===== config.mk =====
export PLATFORM = sky130hd
export DESIGN_NAME = per_cpu_local_interrupt_controller_unit_flat
export DESIGN_NICKNAME = d
export VERILOG_FILES = /design/src/pclic_pkg.sv /design/src/pclic_req_if.sv /design/src/pclic_rsp_if.sv /design/src/pclic_ram.sv /design/src/pclic_pend.sv /design/src/per_cpu_local_interrupt_controller_unit.sv /design/src/flat_wrapper.sv
export SDC_FILE = /design/constraint.sdc
export NUM_CORES = 1
export LEC_CHECK = 0
export BUFFER_PORTS_ARGS = -buffer_cell sky130_fd_sc_hd__buf_2
export CAP_MARGIN = 10
export CORE_ASPECT_RATIO = 0.5
export CORE_MARGIN = 3
export CORE_UTILIZATION = 48
export CTS_CLUSTER_SIZE = 25
export DETAILED_ROUTE_END_ITERATION = 6
export GPL_TIMING_DRIVEN = 0
export PLACE_DENSITY = 0.75
export SLEW_MARGIN = 25
export SYNTH_ARGS = -nofsm -noshare
export SYNTH_HDL_FRONTEND = slang
export SYNTH_SLANG_ARGS = --single-unit
export TNS_END_PERCENT = 5

===== constraint.sdc =====
create_clock -name clk -period 7.9 [get_ports clk]
set_clock_uncertainty 0.1 [all_clocks]
set_input_delay 1.58 -clock clk [delete_from_list [all_inputs] [get_ports clk]]
set_output_delay 1.58 -clock clk [all_outputs]
set_load 0.01 [all_outputs]

===== src/pclic_pkg.sv =====
// ---------------------------------------------------------------------------
// pclic_pkg
// Types and register map constants for the per-CPU local interrupt
// controller.
// ---------------------------------------------------------------------------
package pclic_pkg;

	typedef enum logic [1:0] {
		MODE_WRITE  = 2'd0,
		MODE_READ   = 2'd1,
		MODE_UPDATE = 2'd2
	} mode_t;

	// register word indexes (byte offset / 4)
	localparam logic [5:0] W_CONTROL   = 6'd0;
	localparam logic [5:0] W_PRESCALER = 6'd2;
	localparam logic [5:0] W_GPU_ROUTE = 6'd3;
	localparam logic [5:0] W_PMU_SET   = 6'd4;
	localparam logic [5:0] W_PMU_CLR   = 6'd5;

	// word_index[5:4] for the per-CPU block at 0x040..0x07c
	localparam logic [1:0] REGION_CPU = 2'b01;
	// word_index[3:2] inside the per-CPU block
	localparam logic [1:0] SUB_TEN  = 2'd0;
	localparam logic [1:0] SUB_MEN  = 2'd1;
	localparam logic [1:0] SUB_IRQP = 2'd2;
	localparam logic [1:0] SUB_FIQP = 2'd3;

	typedef logic [9:0] pend_t;

	typedef struct packed {
		logic [1:0]  mode;
		logic [5:0]  word_index;
		logic [31:0] write_data;
		logic [15:0] timer_lines;
		logic        gpu_line;
		logic [3:0]  pmu_lines;
	} req_t;

	typedef struct packed {
		logic [31:0] read_data;
		logic [3:0]  irq_out;
		logic [3:0]  fiq_out;
	} rsp_t;

	// interrupt sources seen by the pending logic
	typedef struct packed {
		logic [15:0] timer_lv;
		logic        gpu_lv;
		logic [1:0]  gpu_cpu;
		logic [3:0]  pmu;      // levels already masked by enables
	} src_t;

endpackage


===== src/pclic_req_if.sv =====
// ---------------------------------------------------------------------------
// pclic_req_if
// Request channel: register access or source line update.
// ---------------------------------------------------------------------------
interface pclic_req_if import pclic_pkg::*; ();
	logic valid;
	logic ready;
	req_t payload;

	modport source (output valid, output payload, input ready);
	modport sink (input valid, input payload, output ready);
endinterface


===== src/pclic_rsp_if.sv =====
// ---------------------------------------------------------------------------
// pclic_rsp_if
// Response channel: read data and per-CPU IRQ/FIQ lines.
// ---------------------------------------------------------------------------
interface pclic_rsp_if import pclic_pkg::*; ();
	logic valid;
	logic ready;
	rsp_t payload;

	modport source (output valid, output payload, input ready);
	modport sink (input valid, input payload, output ready);
endinterface


===== src/pclic_ram.sv =====
// ---------------------------------------------------------------------------
// pclic_ram
// Generic single write port, single read port RAM with registered read.
// ---------------------------------------------------------------------------
module pclic_ram #(
	parameter int WIDTH = 32,
	parameter int DEPTH = 16
) (
	input  logic                                   clk,
	input  logic                                   we,
	input  logic [(DEPTH > 1 ? $clog2(DEPTH) : 1)-1:0] waddr,
	input  logic [WIDTH-1:0]                       wdata,
	input  logic                                   re,
	input  logic [(DEPTH > 1 ? $clog2(DEPTH) : 1)-1:0] raddr,
	output logic [WIDTH-1:0]                       rdata
);

	logic [WIDTH-1:0] mem_q [DEPTH];

	always_ff @(posedge clk) begin
		if (we) begin
			mem_q[waddr] <= wdata;
		end
		if (re) begin
			rdata <= mem_q[raddr];
		end
	end

endmodule


===== src/pclic_pend.sv =====
// ---------------------------------------------------------------------------
// pclic_pend
// Per-CPU IRQ and FIQ pending words from source levels and enables.
// ---------------------------------------------------------------------------
module pclic_pend import pclic_pkg::*; #(
	parameter int NUM_CPUS          = 4,
	parameter int MAILBOXES_PER_CPU = 4
) (
	input  src_t                        src,
	input  logic [NUM_CPUS-1:0][7:0]    ten,
	input  logic [NUM_CPUS-1:0][7:0]    men,
	input  logic [NUM_CPUS*4-1:0]       mb_nz,
	output pend_t [NUM_CPUS-1:0]        irq_pend,
	output pend_t [NUM_CPUS-1:0]        fiq_pend
);

	for (genvar c = 0; c < NUM_CPUS; c++) begin : g_cpu
		pend_t irq_w;
		pend_t fiq_w;

		always_comb begin
			irq_w = '0;
			fiq_w = '0;
			for (int k = 0; k < 4; k++) begin
				// FIQ enable overrides IRQ enable
				if (src.timer_lv[c*4+k]) begin
					if (ten[c][4+k]) begin
						fiq_w[k] = 1'b1;
					end else if (ten[c][k]) begin
						irq_w[k] = 1'b1;
					end
				end
				if (k < MAILBOXES_PER_CPU && mb_nz[c*4+k]) begin
					if (men[c][4+k]) begin
						fiq_w[4+k] = 1'b1;
					end else if (men[c][k]) begin
						irq_w[4+k] = 1'b1;
					end
				end
			end
			irq_w[8] = src.gpu_lv && (src.gpu_cpu == 2'(c));
			irq_w[9] = src.pmu[c];
		end

		assign irq_pend[c] = irq_w;
		assign fiq_pend[c] = fiq_w;
	end

endmodule


===== src/per_cpu_local_interrupt_controller_unit.sv =====
// ---------------------------------------------------------------------------
// per_cpu_local_interrupt_controller_unit
// Local interrupt controller for up to four CPUs: register file, mailboxes
// and IRQ/FIQ pending logic.
// ---------------------------------------------------------------------------
// One transaction per clock when the response side does not stall: each
// request gives one response, registered after stage 1. Mailbox words sit in
// a RAM with a registered read; the RAM is read as the request is taken and
// the set/clear result is written back as the request leaves stage 1, so the
// read-modify-write loop runs through that RAM port. A request that touches the
// mailbox written in the same cycle gets the new word forwarded. Per-entry
// valid bits make the RAM read as zero after reset, so no clearing pass is
// needed. irq_out and fiq_out show the state after the request has acted.
// ---------------------------------------------------------------------------
module per_cpu_local_interrupt_controller_unit import pclic_pkg::*; #(
	parameter int NUM_CPUS          = 4,
	parameter int MAILBOXES_PER_CPU = 4
) (
	input  logic       clk,
	input  logic       arst_n,
	pclic_req_if.sink  req,
	pclic_rsp_if.source rsp
);

	localparam int SLOTS = NUM_CPUS * 4;
	localparam int AW    = $clog2(SLOTS);
	localparam int CW    = NUM_CPUS > 1 ? $clog2(NUM_CPUS) : 1;
	localparam logic [3:0] CPU_MASK = 4'((1 << NUM_CPUS) - 1);

	// pipeline
	logic        v_s1;
	req_t        req_s1;
	logic        hit_s1;
	logic        out_v_q;
	rsp_t        rsp_q;
	logic        adv;
	logic        in_ready;
	logic        in_take;

	// state
	logic [31:0]              ctrl_q, ctrl_d;
	logic [31:0]              presc_q, presc_d;
	logic [3:0]               route_q, route_d;
	logic [3:0]               pmu_en_q, pmu_en_d;
	logic [NUM_CPUS-1:0][7:0] ten_q, ten_d;
	logic [NUM_CPUS-1:0][7:0] men_q, men_d;
	logic [SLOTS-1:0]         nz_q, nz_d;
	logic [SLOTS-1:0]         vld_q, vld_d;
	logic [15:0]              tlv_q, tlv_d;
	logic                     gpu_q, gpu_d;
	logic [3:0]               pmu_lv_q, pmu_lv_d;
	logic [31:0]              fwd_q;

	// stage 1 decode
	logic [5:0]    w;
	logic [31:0]   d;
	mode_t         mode;
	logic [CW-1:0] cpu_idx;
	logic          cpu_ok;
	logic          mb_ok;
	logic [AW-1:0] mb_addr;
	logic [AW-1:0] in_addr;
	logic [31:0]   ram_rdata;
	logic [31:0]   mb_cur;
	logic [31:0]   mb_new;
	logic          mb_we;
	logic [31:0]   rd;

	src_t                   src_cur, src_nxt;
	pend_t [NUM_CPUS-1:0]   irq_cur, fiq_cur, irq_nxt, fiq_nxt;
	logic [NUM_CPUS-1:0]    irq_lines, fiq_lines;

	assign adv      = !out_v_q || rsp.ready;
	assign in_ready = !v_s1 || adv;
	assign in_take  = req.valid && in_ready;
	assign req.ready = in_ready;

	assign w       = req_s1.word_index;
	assign d       = req_s1.write_data;
	assign mode    = mode_t'(req_s1.mode);
	assign cpu_idx = w[CW-1:0];
	assign cpu_ok  = {1'b0, w[1:0]} < 3'(NUM_CPUS);
	assign mb_ok   = w[5] && ({1'b0, w[3:2]} < 3'(NUM_CPUS))
		&& ({1'b0, w[1:0]} < 3'(MAILBOXES_PER_CPU));
	assign mb_addr = w[AW-1:0];
	assign in_addr = req.payload.word_index[AW-1:0];

	pclic_ram #(
		.WIDTH (32),
		.DEPTH (SLOTS)
	) u_mbx_ram (
		.clk   (clk),
		.we    (mb_we),
		.waddr (mb_addr),
		.wdata (mb_new),
		.re    (in_take),
		.raddr (in_addr),
		.rdata (ram_rdata)
	);

	always_comb begin
		if (hit_s1) begin
			mb_cur = fwd_q;
		end else if (vld_q[mb_addr]) begin
			mb_cur = ram_rdata;
		end else begin
			mb_cur = '0;
		end
	end

	// upper half of the mailbox window clears, lower half sets
	assign mb_new = w[4] ? (mb_cur & ~d) : (mb_cur | d);

	// next state
	always_comb begin
		ctrl_d   = ctrl_q;
		presc_d  = presc_q;
		route_d  = route_q;
		pmu_en_d = pmu_en_q;
		ten_d    = ten_q;
		men_d    = men_q;
		nz_d     = nz_q;
		vld_d    = vld_q;
		tlv_d    = tlv_q;
		gpu_d    = gpu_q;
		pmu_lv_d = pmu_lv_q;
		mb_we    = 1'b0;
		if (v_s1 && adv) begin
			unique case (mode)
				MODE_WRITE: begin
					unique case (w)
						W_CONTROL:   ctrl_d = d;
						W_PRESCALER: presc_d = d;
						W_GPU_ROUTE: route_d = d[3:0];
						W_PMU_SET:   pmu_en_d = pmu_en_q | d[3:0];
						W_PMU_CLR:   pmu_en_d = pmu_en_q & ~d[3:0];
						default: begin
							if (w[5:4] == REGION_CPU && cpu_ok) begin
								if (w[3:2] == SUB_TEN) begin
									ten_d[cpu_idx] = d[7:0];
								end else if (w[3:2] == SUB_MEN) begin
									men_d[cpu_idx] = d[7:0];
								end
							end
							if (mb_ok) begin
								mb_we          = 1'b1;
								nz_d[mb_addr]  = (mb_new != '0);
								vld_d[mb_addr] = 1'b1;
							end
						end
					endcase
				end
				MODE_UPDATE: begin
					tlv_d    = req_s1.timer_lines;
					gpu_d    = req_s1.gpu_line;
					pmu_lv_d = req_s1.pmu_lines;
				end
				default: ;
			endcase
		end
	end

	assign src_cur = '{timer_lv: tlv_q, gpu_lv: gpu_q, gpu_cpu: route_q[1:0],
		pmu: pmu_lv_q & pmu_en_q};
	assign src_nxt = '{timer_lv: tlv_d, gpu_lv: gpu_d, gpu_cpu: route_d[1:0],
		pmu: pmu_lv_d & pmu_en_d};

	pclic_pend #(
		.NUM_CPUS          (NUM_CPUS),
		.MAILBOXES_PER_CPU (MAILBOXES_PER_CPU)
	) u_pend_cur (
		.src      (src_cur),
		.ten      (ten_q),
		.men      (men_q),
		.mb_nz    (nz_q),
		.irq_pend (irq_cur),
		.fiq_pend (fiq_cur)
	);

	pclic_pend #(
		.NUM_CPUS          (NUM_CPUS),
		.MAILBOXES_PER_CPU (MAILBOXES_PER_CPU)
	) u_pend_nxt (
		.src      (src_nxt),
		.ten      (ten_d),
		.men      (men_d),
		.mb_nz    (nz_d),
		.irq_pend (irq_nxt),
		.fiq_pend (fiq_nxt)
	);

	for (genvar c = 0; c < NUM_CPUS; c++) begin : g_lines
		assign irq_lines[c] = |irq_nxt[c];
		assign fiq_lines[c] = |fiq_nxt[c];
	end

	// read data
	always_comb begin
		rd = '0;
		if (mode == MODE_READ) begin
			unique case (w)
				W_CONTROL:   rd = ctrl_q;
				W_PRESCALER: rd = presc_q;
				W_GPU_ROUTE: rd = {28'b0, route_q};
				W_PMU_SET,
				W_PMU_CLR:   rd = {28'b0, pmu_en_q};
				default: begin
					if (w[5:4] == REGION_CPU && cpu_ok) begin
						unique case (w[3:2])
							SUB_TEN:  rd = {24'b0, ten_q[cpu_idx]};
							SUB_MEN:  rd = {24'b0, men_q[cpu_idx]};
							SUB_IRQP: rd = {22'b0, irq_cur[cpu_idx]};
							SUB_FIQP: rd = {22'b0, fiq_cur[cpu_idx]};
							default:  rd = '0;
						endcase
					end else if (mb_ok) begin
						rd = mb_cur;
					end
				end
			endcase
		end
	end

	always_ff @(posedge clk or negedge arst_n) begin
		if (!arst_n) begin
			v_s1     <= 1'b0;
			out_v_q  <= 1'b0;
			ctrl_q   <= '0;
			presc_q  <= '0;
			route_q  <= '0;
			pmu_en_q <= '0;
			ten_q    <= '0;
			men_q    <= '0;
			nz_q     <= '0;
			vld_q    <= '0;
			tlv_q    <= '0;
			gpu_q    <= 1'b0;
			pmu_lv_q <= '0;
		end else begin
			if (in_ready) begin
				v_s1 <= req.valid;
			end
			if (adv) begin
				out_v_q <= v_s1;
			end
			ctrl_q   <= ctrl_d;
			presc_q  <= presc_d;
			route_q  <= route_d;
			pmu_en_q <= pmu_en_d;
			ten_q    <= ten_d;
			men_q    <= men_d;
			nz_q     <= nz_d;
			vld_q    <= vld_d;
			tlv_q    <= tlv_d;
			gpu_q    <= gpu_d;
			pmu_lv_q <= pmu_lv_d;
		end
	end

	always_ff @(posedge clk) begin
		if (in_take) begin
			req_s1 <= req.payload;
			// entry being written back this edge is read this edge too
			hit_s1 <= mb_we && req.payload.word_index[5] && (in_addr == mb_addr);
		end
		if (mb_we) begin
			fwd_q <= mb_new;
		end
		if (v_s1 && adv) begin
			rsp_q.read_data <= rd;
			rsp_q.irq_out   <= 4'(irq_lines);
			rsp_q.fiq_out   <= 4'(fiq_lines);
		end
	end

	assign rsp.valid   = out_v_q;
	assign rsp.payload = rsp_q;

	// forwarding only ever applies to a mailbox access
	a_hit_mailbox: assert property (@(posedge clk) disable iff (!arst_n)
		v_s1 && hit_s1 |-> req_s1.word_index[5])
		else $error("forward hit on a non-mailbox access");

	// absent CPUs never raise a line
	a_absent_cpu: assert property (@(posedge clk) disable iff (!arst_n)
		rsp.valid |-> ((rsp.payload.irq_out | rsp.payload.fiq_out) & ~CPU_MASK) == 4'b0)
		else $error("interrupt line raised for an absent CPU");

	// nonzero flag tracks the word written back to the mailbox RAM
	a_nz_track: assert property (@(posedge clk) disable iff (!arst_n)
		mb_we |=> vld_q[$past(mb_addr)] && (nz_q[$past(mb_addr)] == ($past(mb_new) != '0)))
		else $error("mailbox nonzero flag out of step with write-back");

endmodule


===== src/flat_wrapper.sv =====
// flat-port wrapper written by rule: the top's interface ports become plain ports
module per_cpu_local_interrupt_controller_unit_flat import pclic_pkg::*;
#(
	parameter int NUM_CPUS          = 4,
	parameter int MAILBOXES_PER_CPU = 4
)
  (clk, arst_n, req_valid, req_payload, req_ready, rsp_valid, rsp_payload, rsp_ready);
  pclic_req_if req_i ();
  pclic_rsp_if rsp_i ();
  input  logic clk;
  input  logic arst_n;
  input wire logic [$bits(req_i.valid)-1:0] req_valid;
  input wire logic [$bits(req_i.payload)-1:0] req_payload;
  output wire logic [$bits(req_i.ready)-1:0] req_ready;
  output wire logic [$bits(rsp_i.valid)-1:0] rsp_valid;
  output wire logic [$bits(rsp_i.payload)-1:0] rsp_payload;
  input wire logic [$bits(rsp_i.ready)-1:0] rsp_ready;
  assign req_i.valid = req_valid;
  assign req_i.payload = req_payload;
  assign req_ready = req_i.ready;
  assign rsp_valid = rsp_i.valid;
  assign rsp_payload = rsp_i.payload;
  assign rsp_i.ready = rsp_ready;
  per_cpu_local_interrupt_controller_unit #(.NUM_CPUS(NUM_CPUS), .MAILBOXES_PER_CPU(MAILBOXES_PER_CPU)) u_core (.clk(clk), .arst_n(arst_n), .req(req_i), .rsp(rsp_i));
endmodule

==> key figures <==
Floorplan
  • Io pins: 107
  • Site Rows: 70
  • Die W: 392 um
  • Initial core utilization: 48.7%
  • DIE HEIGHT: between 150 and 200 um
  • Core area: 0.0734 sq mm
  • Die Area: 0.0780 sq mm

Clock network
  • Clock root buffer: clkbuf_16
  • CTS Buffer Depth: 3
  • Clk sinks: 869
  • Post-CTS setup buffers: 0
  • CTS Buf Count: 76
  • Clk_lat worst skew: 0.66 ns
  • CTS tree: yes
  • Cts hold-fix bufs: 0
  • Clock transition at path regs: 0.07 ns
  • H-tree Lvls: 3
  • Post-cts gate resize count: 0

Global routing
  • Vias in the first global route: 21700
  • Initial antenna violation count: 3
  • Met1 Track Usage GR: 37.5%
  • Grt ovf: 0
  • Global Route Usage Sum: 27.4%
  • First-pass GRT wire length: 153000 um
  • Busiest grt layer: met2
  • Met3 usage: roughly 7.3%
  • GR Util met2: 42.9%
  • Largest net degree at the start of global routing: 72

Synthesis
  • Mapped Nets: ~2100
  • Mean post-synth cell area: 17.2 sq um
  • Post-synthesis cell type count: 66
  • Post-synth top flop: edfxtp_1
  • Leading area contributor after synthesis: edfxtp_1
  • Synth warnings: 0
  • Netlist Area Pre-Place: around 0.036 sq mm
  • Top-area cell type share of the netlist area: 56.9%
  • Mapped Cells: roughly 2100
  • Most frequent cell after synthesis: edfxtp_1
  • #FFs+latches synth: around 870
  • Sequential area share after synthesis: 70.3%
  • Number of synthesized flops with an enable pin: ~680
  • Synth top cells by count: edfxtp_1 (678), dfrtp_1 (191), mux4_2 (171), mux2_2 (160), nand2_1 (132)
  • FFs w/ async S/R, synth: 22.0%
  • Dominant cells by area after synthesis: edfxtp_1 (57%), dfrtp_1 (13%), mux4_2 (11%)

Final layout
  • Ant diodes: 0
  • Final Cell Area: 0.0408 sq mm
  • Final Util: 55.7%
  • Area delta synth->final: 14.2%
  • Final net count: 2352
  • Layout cells sized above 1: 27.7%
  • Fin cells: 3322

Timing
  • RSZ-0062 raised after global routing: false
  • Measured slew at the worst slew-check pin: approximately 0.98 ns
  • Max Freq: 181 MHz
  • Slew headroom: 34.9%
  • Slew Limit Fails: 0
  • Tmin final: 5.53 ns
  • Setup violators final: 0
  • Fin crit share: 70.0%
  • Final Hold Fails: 0

Placed design
  • Placed cells: between 3000 and 4000
  • Gpl congestion: 1.00
  • Hpwl dp: 67600 um
  • Port Buf Inserts: 106
  • Placed cell area: 0.0384 sq mm

Power and ir drop
  • Worst VDD drop: 152 uV
  • PwrDens: 241 mW/mm^2
  • Leakage power: 14.7 nW

Setup path
  • R2r setup slk: 2.88 ns
  • Critical path required time: between 8 and 9 ns
  • CP Launch Type: input port
  • Crit path arrival time: 5.76 ns
  • R2R depth: 10
  • Worst setup EP type: register
  • Critical R2R Launch: u_core.w[1]$_DFFE_PP_
  • Worst-path fanout max: 17
  • Kind of critical path: input port to register
  • Terminus of the critical flop-to-flop path: u_core.rsp.payload[6]$_DFFE_PP_

Hold path
  • Worst Hold Path EP: u_core.vld_q[11]$_DFFE_PN0P_
  • Hold_sp: u_core.vld_q[11]$_DFFE_PN0P_
  • Hold Crit Class: register to register
  • Hold path depth: 1

Drt
  • WL per Instance: ~32 um
  • Routed WL: 106000 um
  • Residual DRC: 0
  • Antenna viol nets, final: 0
  • Vias after detailed routing: around 22000
  • Drt initial violations: 3216
  • First-pass DRT Iterations: 7
  • Average vias per placed instance: 6.54

Run status
  • Status: completed

Run
  • Max-cap violations: 0
==> state kept, by name, summed over array words and instances (netlist names), 6 cells and up <==
register and flops:
u_core.rsp.payload 40, u_core.fwd_q 32, u_core.u_mbx_ram.rdata 32, u_core.vld_q 16, u_core.men_q 32, u_core.ctrl_q 32, u_core.req_s1 21, u_core.nz_q 16
u_core.tlv_q 16, u_core.u_mbx_ram.mem_q 512, u_core.presc_q 32, u_core.d 32, u_core.ten_q 32, u_core.w 6
==> per-stage QoR <==
stage	hold slack (ns)	setup WS [ns]	setup TNS, ns	power, W
global route	0.390	2.25	0	0.0101
finish	0.367	2.37	0	0.00983
detailed placement	0.346	1.89	0	0.00615
CTS	0.362	2.52	0	0.00984
floorplan	0.325	2.05	0	0.00575
global placement	0.341	-2.03	-39.88	0.00608
==> cell families after synthesis <==
kind of cell	count (synthesis)	synth area share [%]
flops	869	70.3
simple gates	384	5.25
mux	360	16.7
compound gates	287	5.64
buf+inv	169	1.99
xor+xnor	6	0.147
==> metal layers <==
metal / vias up / part of all wire [%]
met4: 4 / 3.7
met3: 273 / 12
li1: 8693 / -
met5: - / 0.024
met2: 1508 / 46
met1: 11200 / 38
==> worst max-delay path by stage <==
| stage | end | slack (ns) | startpoint | cells after the start |
|---|---|---|---|---|
| after floorplan | u_core.rsp.payload[5]$_DFFE_PP_ | 2.05 | rsp_ready | 11 |
| after global placement | u_core.rsp.payload[5]$_DFFE_PP_ | -2.03 | rsp_ready | 12 |
| after detailed placement | u_core.rsp.payload[5]$_DFFE_PP_ | 1.89 | rsp_ready | 12 |
| after CTS | u_core.rsp.payload[5]$_DFFE_PP_ | 2.52 | rsp_ready | 12 |
| after global routing | u_core.rsp.payload[5]$_DFFE_PP_ | 2.25 | rsp_ready | 12 |
| final | u_core.rsp.payload[5]$_DFFE_PP_ | 2.37 | rsp_ready | 12 |
==> final cells by class <==
type                    count  area (sq um)
fillers                  5505         32500
flip-flops and latches    869         25100
multi-input cells        1037         10200
clock buffers             102          2070
well taps                 972          1220
repair buffers            134          1040
plain buffers             122           552
clock inverters            39           402
inverters                  47           204
==> worst max-delay path, cell delays in order <==
cell       delay (ns)
buf_2            0.08
nor2b_1          0.05
nor4b_2          0.77
clkbuf_1         0.52
nand2_1          0.34
inv_2            0.49
nand2_1          0.24
nor2_4           0.63
nand3b_1         0.22
o2111ai_1        0.15
nor4_1           0.38
o311ai_0         0.29
==> power by group <==
group,internal [W],switching (W),total [W]
Clock,0.00204,0.00172,0.00375
Sequential,0.00512,0.000137,0.00526
Combinational,0.000295,0.000529,0.000824
Total,0.00745,0.00238,0.00983
==> placed cells by master, fill, tap and decap left out, types with 7 or more instances in the layout <==
cell type / count
a211oi_1: 7
a21oi_1: 48
a221oi_1: 7
a222oi_1: 25
a22o_1: 10
a22oi_1: 16
a31oi_1: 18
buf_1: 15
buf_12: 8
buf_16: 9
buf_2: 108
buf_4: 11
buf_6: 9
clkbuf_1: 103
clkbuf_16: 79
clkbuf_2: 13
clkinv_1: 15
clkinv_2: 11
dfrtp_1: 191
edfxtp_1: 678
inv_1: 31
inv_4: 11
mux2_2: 160
mux2i_1: 28
mux4_2: 171
nand2_1: 132
nand2b_1: 59
nand3_1: 44
nand3b_1: 11
nand4_1: 9
nor2_1: 71
nor2b_1: 13
nor3_1: 8
nor4_1: 10
o211ai_1: 21
o21ai_0: 60
o31ai_4: 21
(Power assumes the default switching activity.)
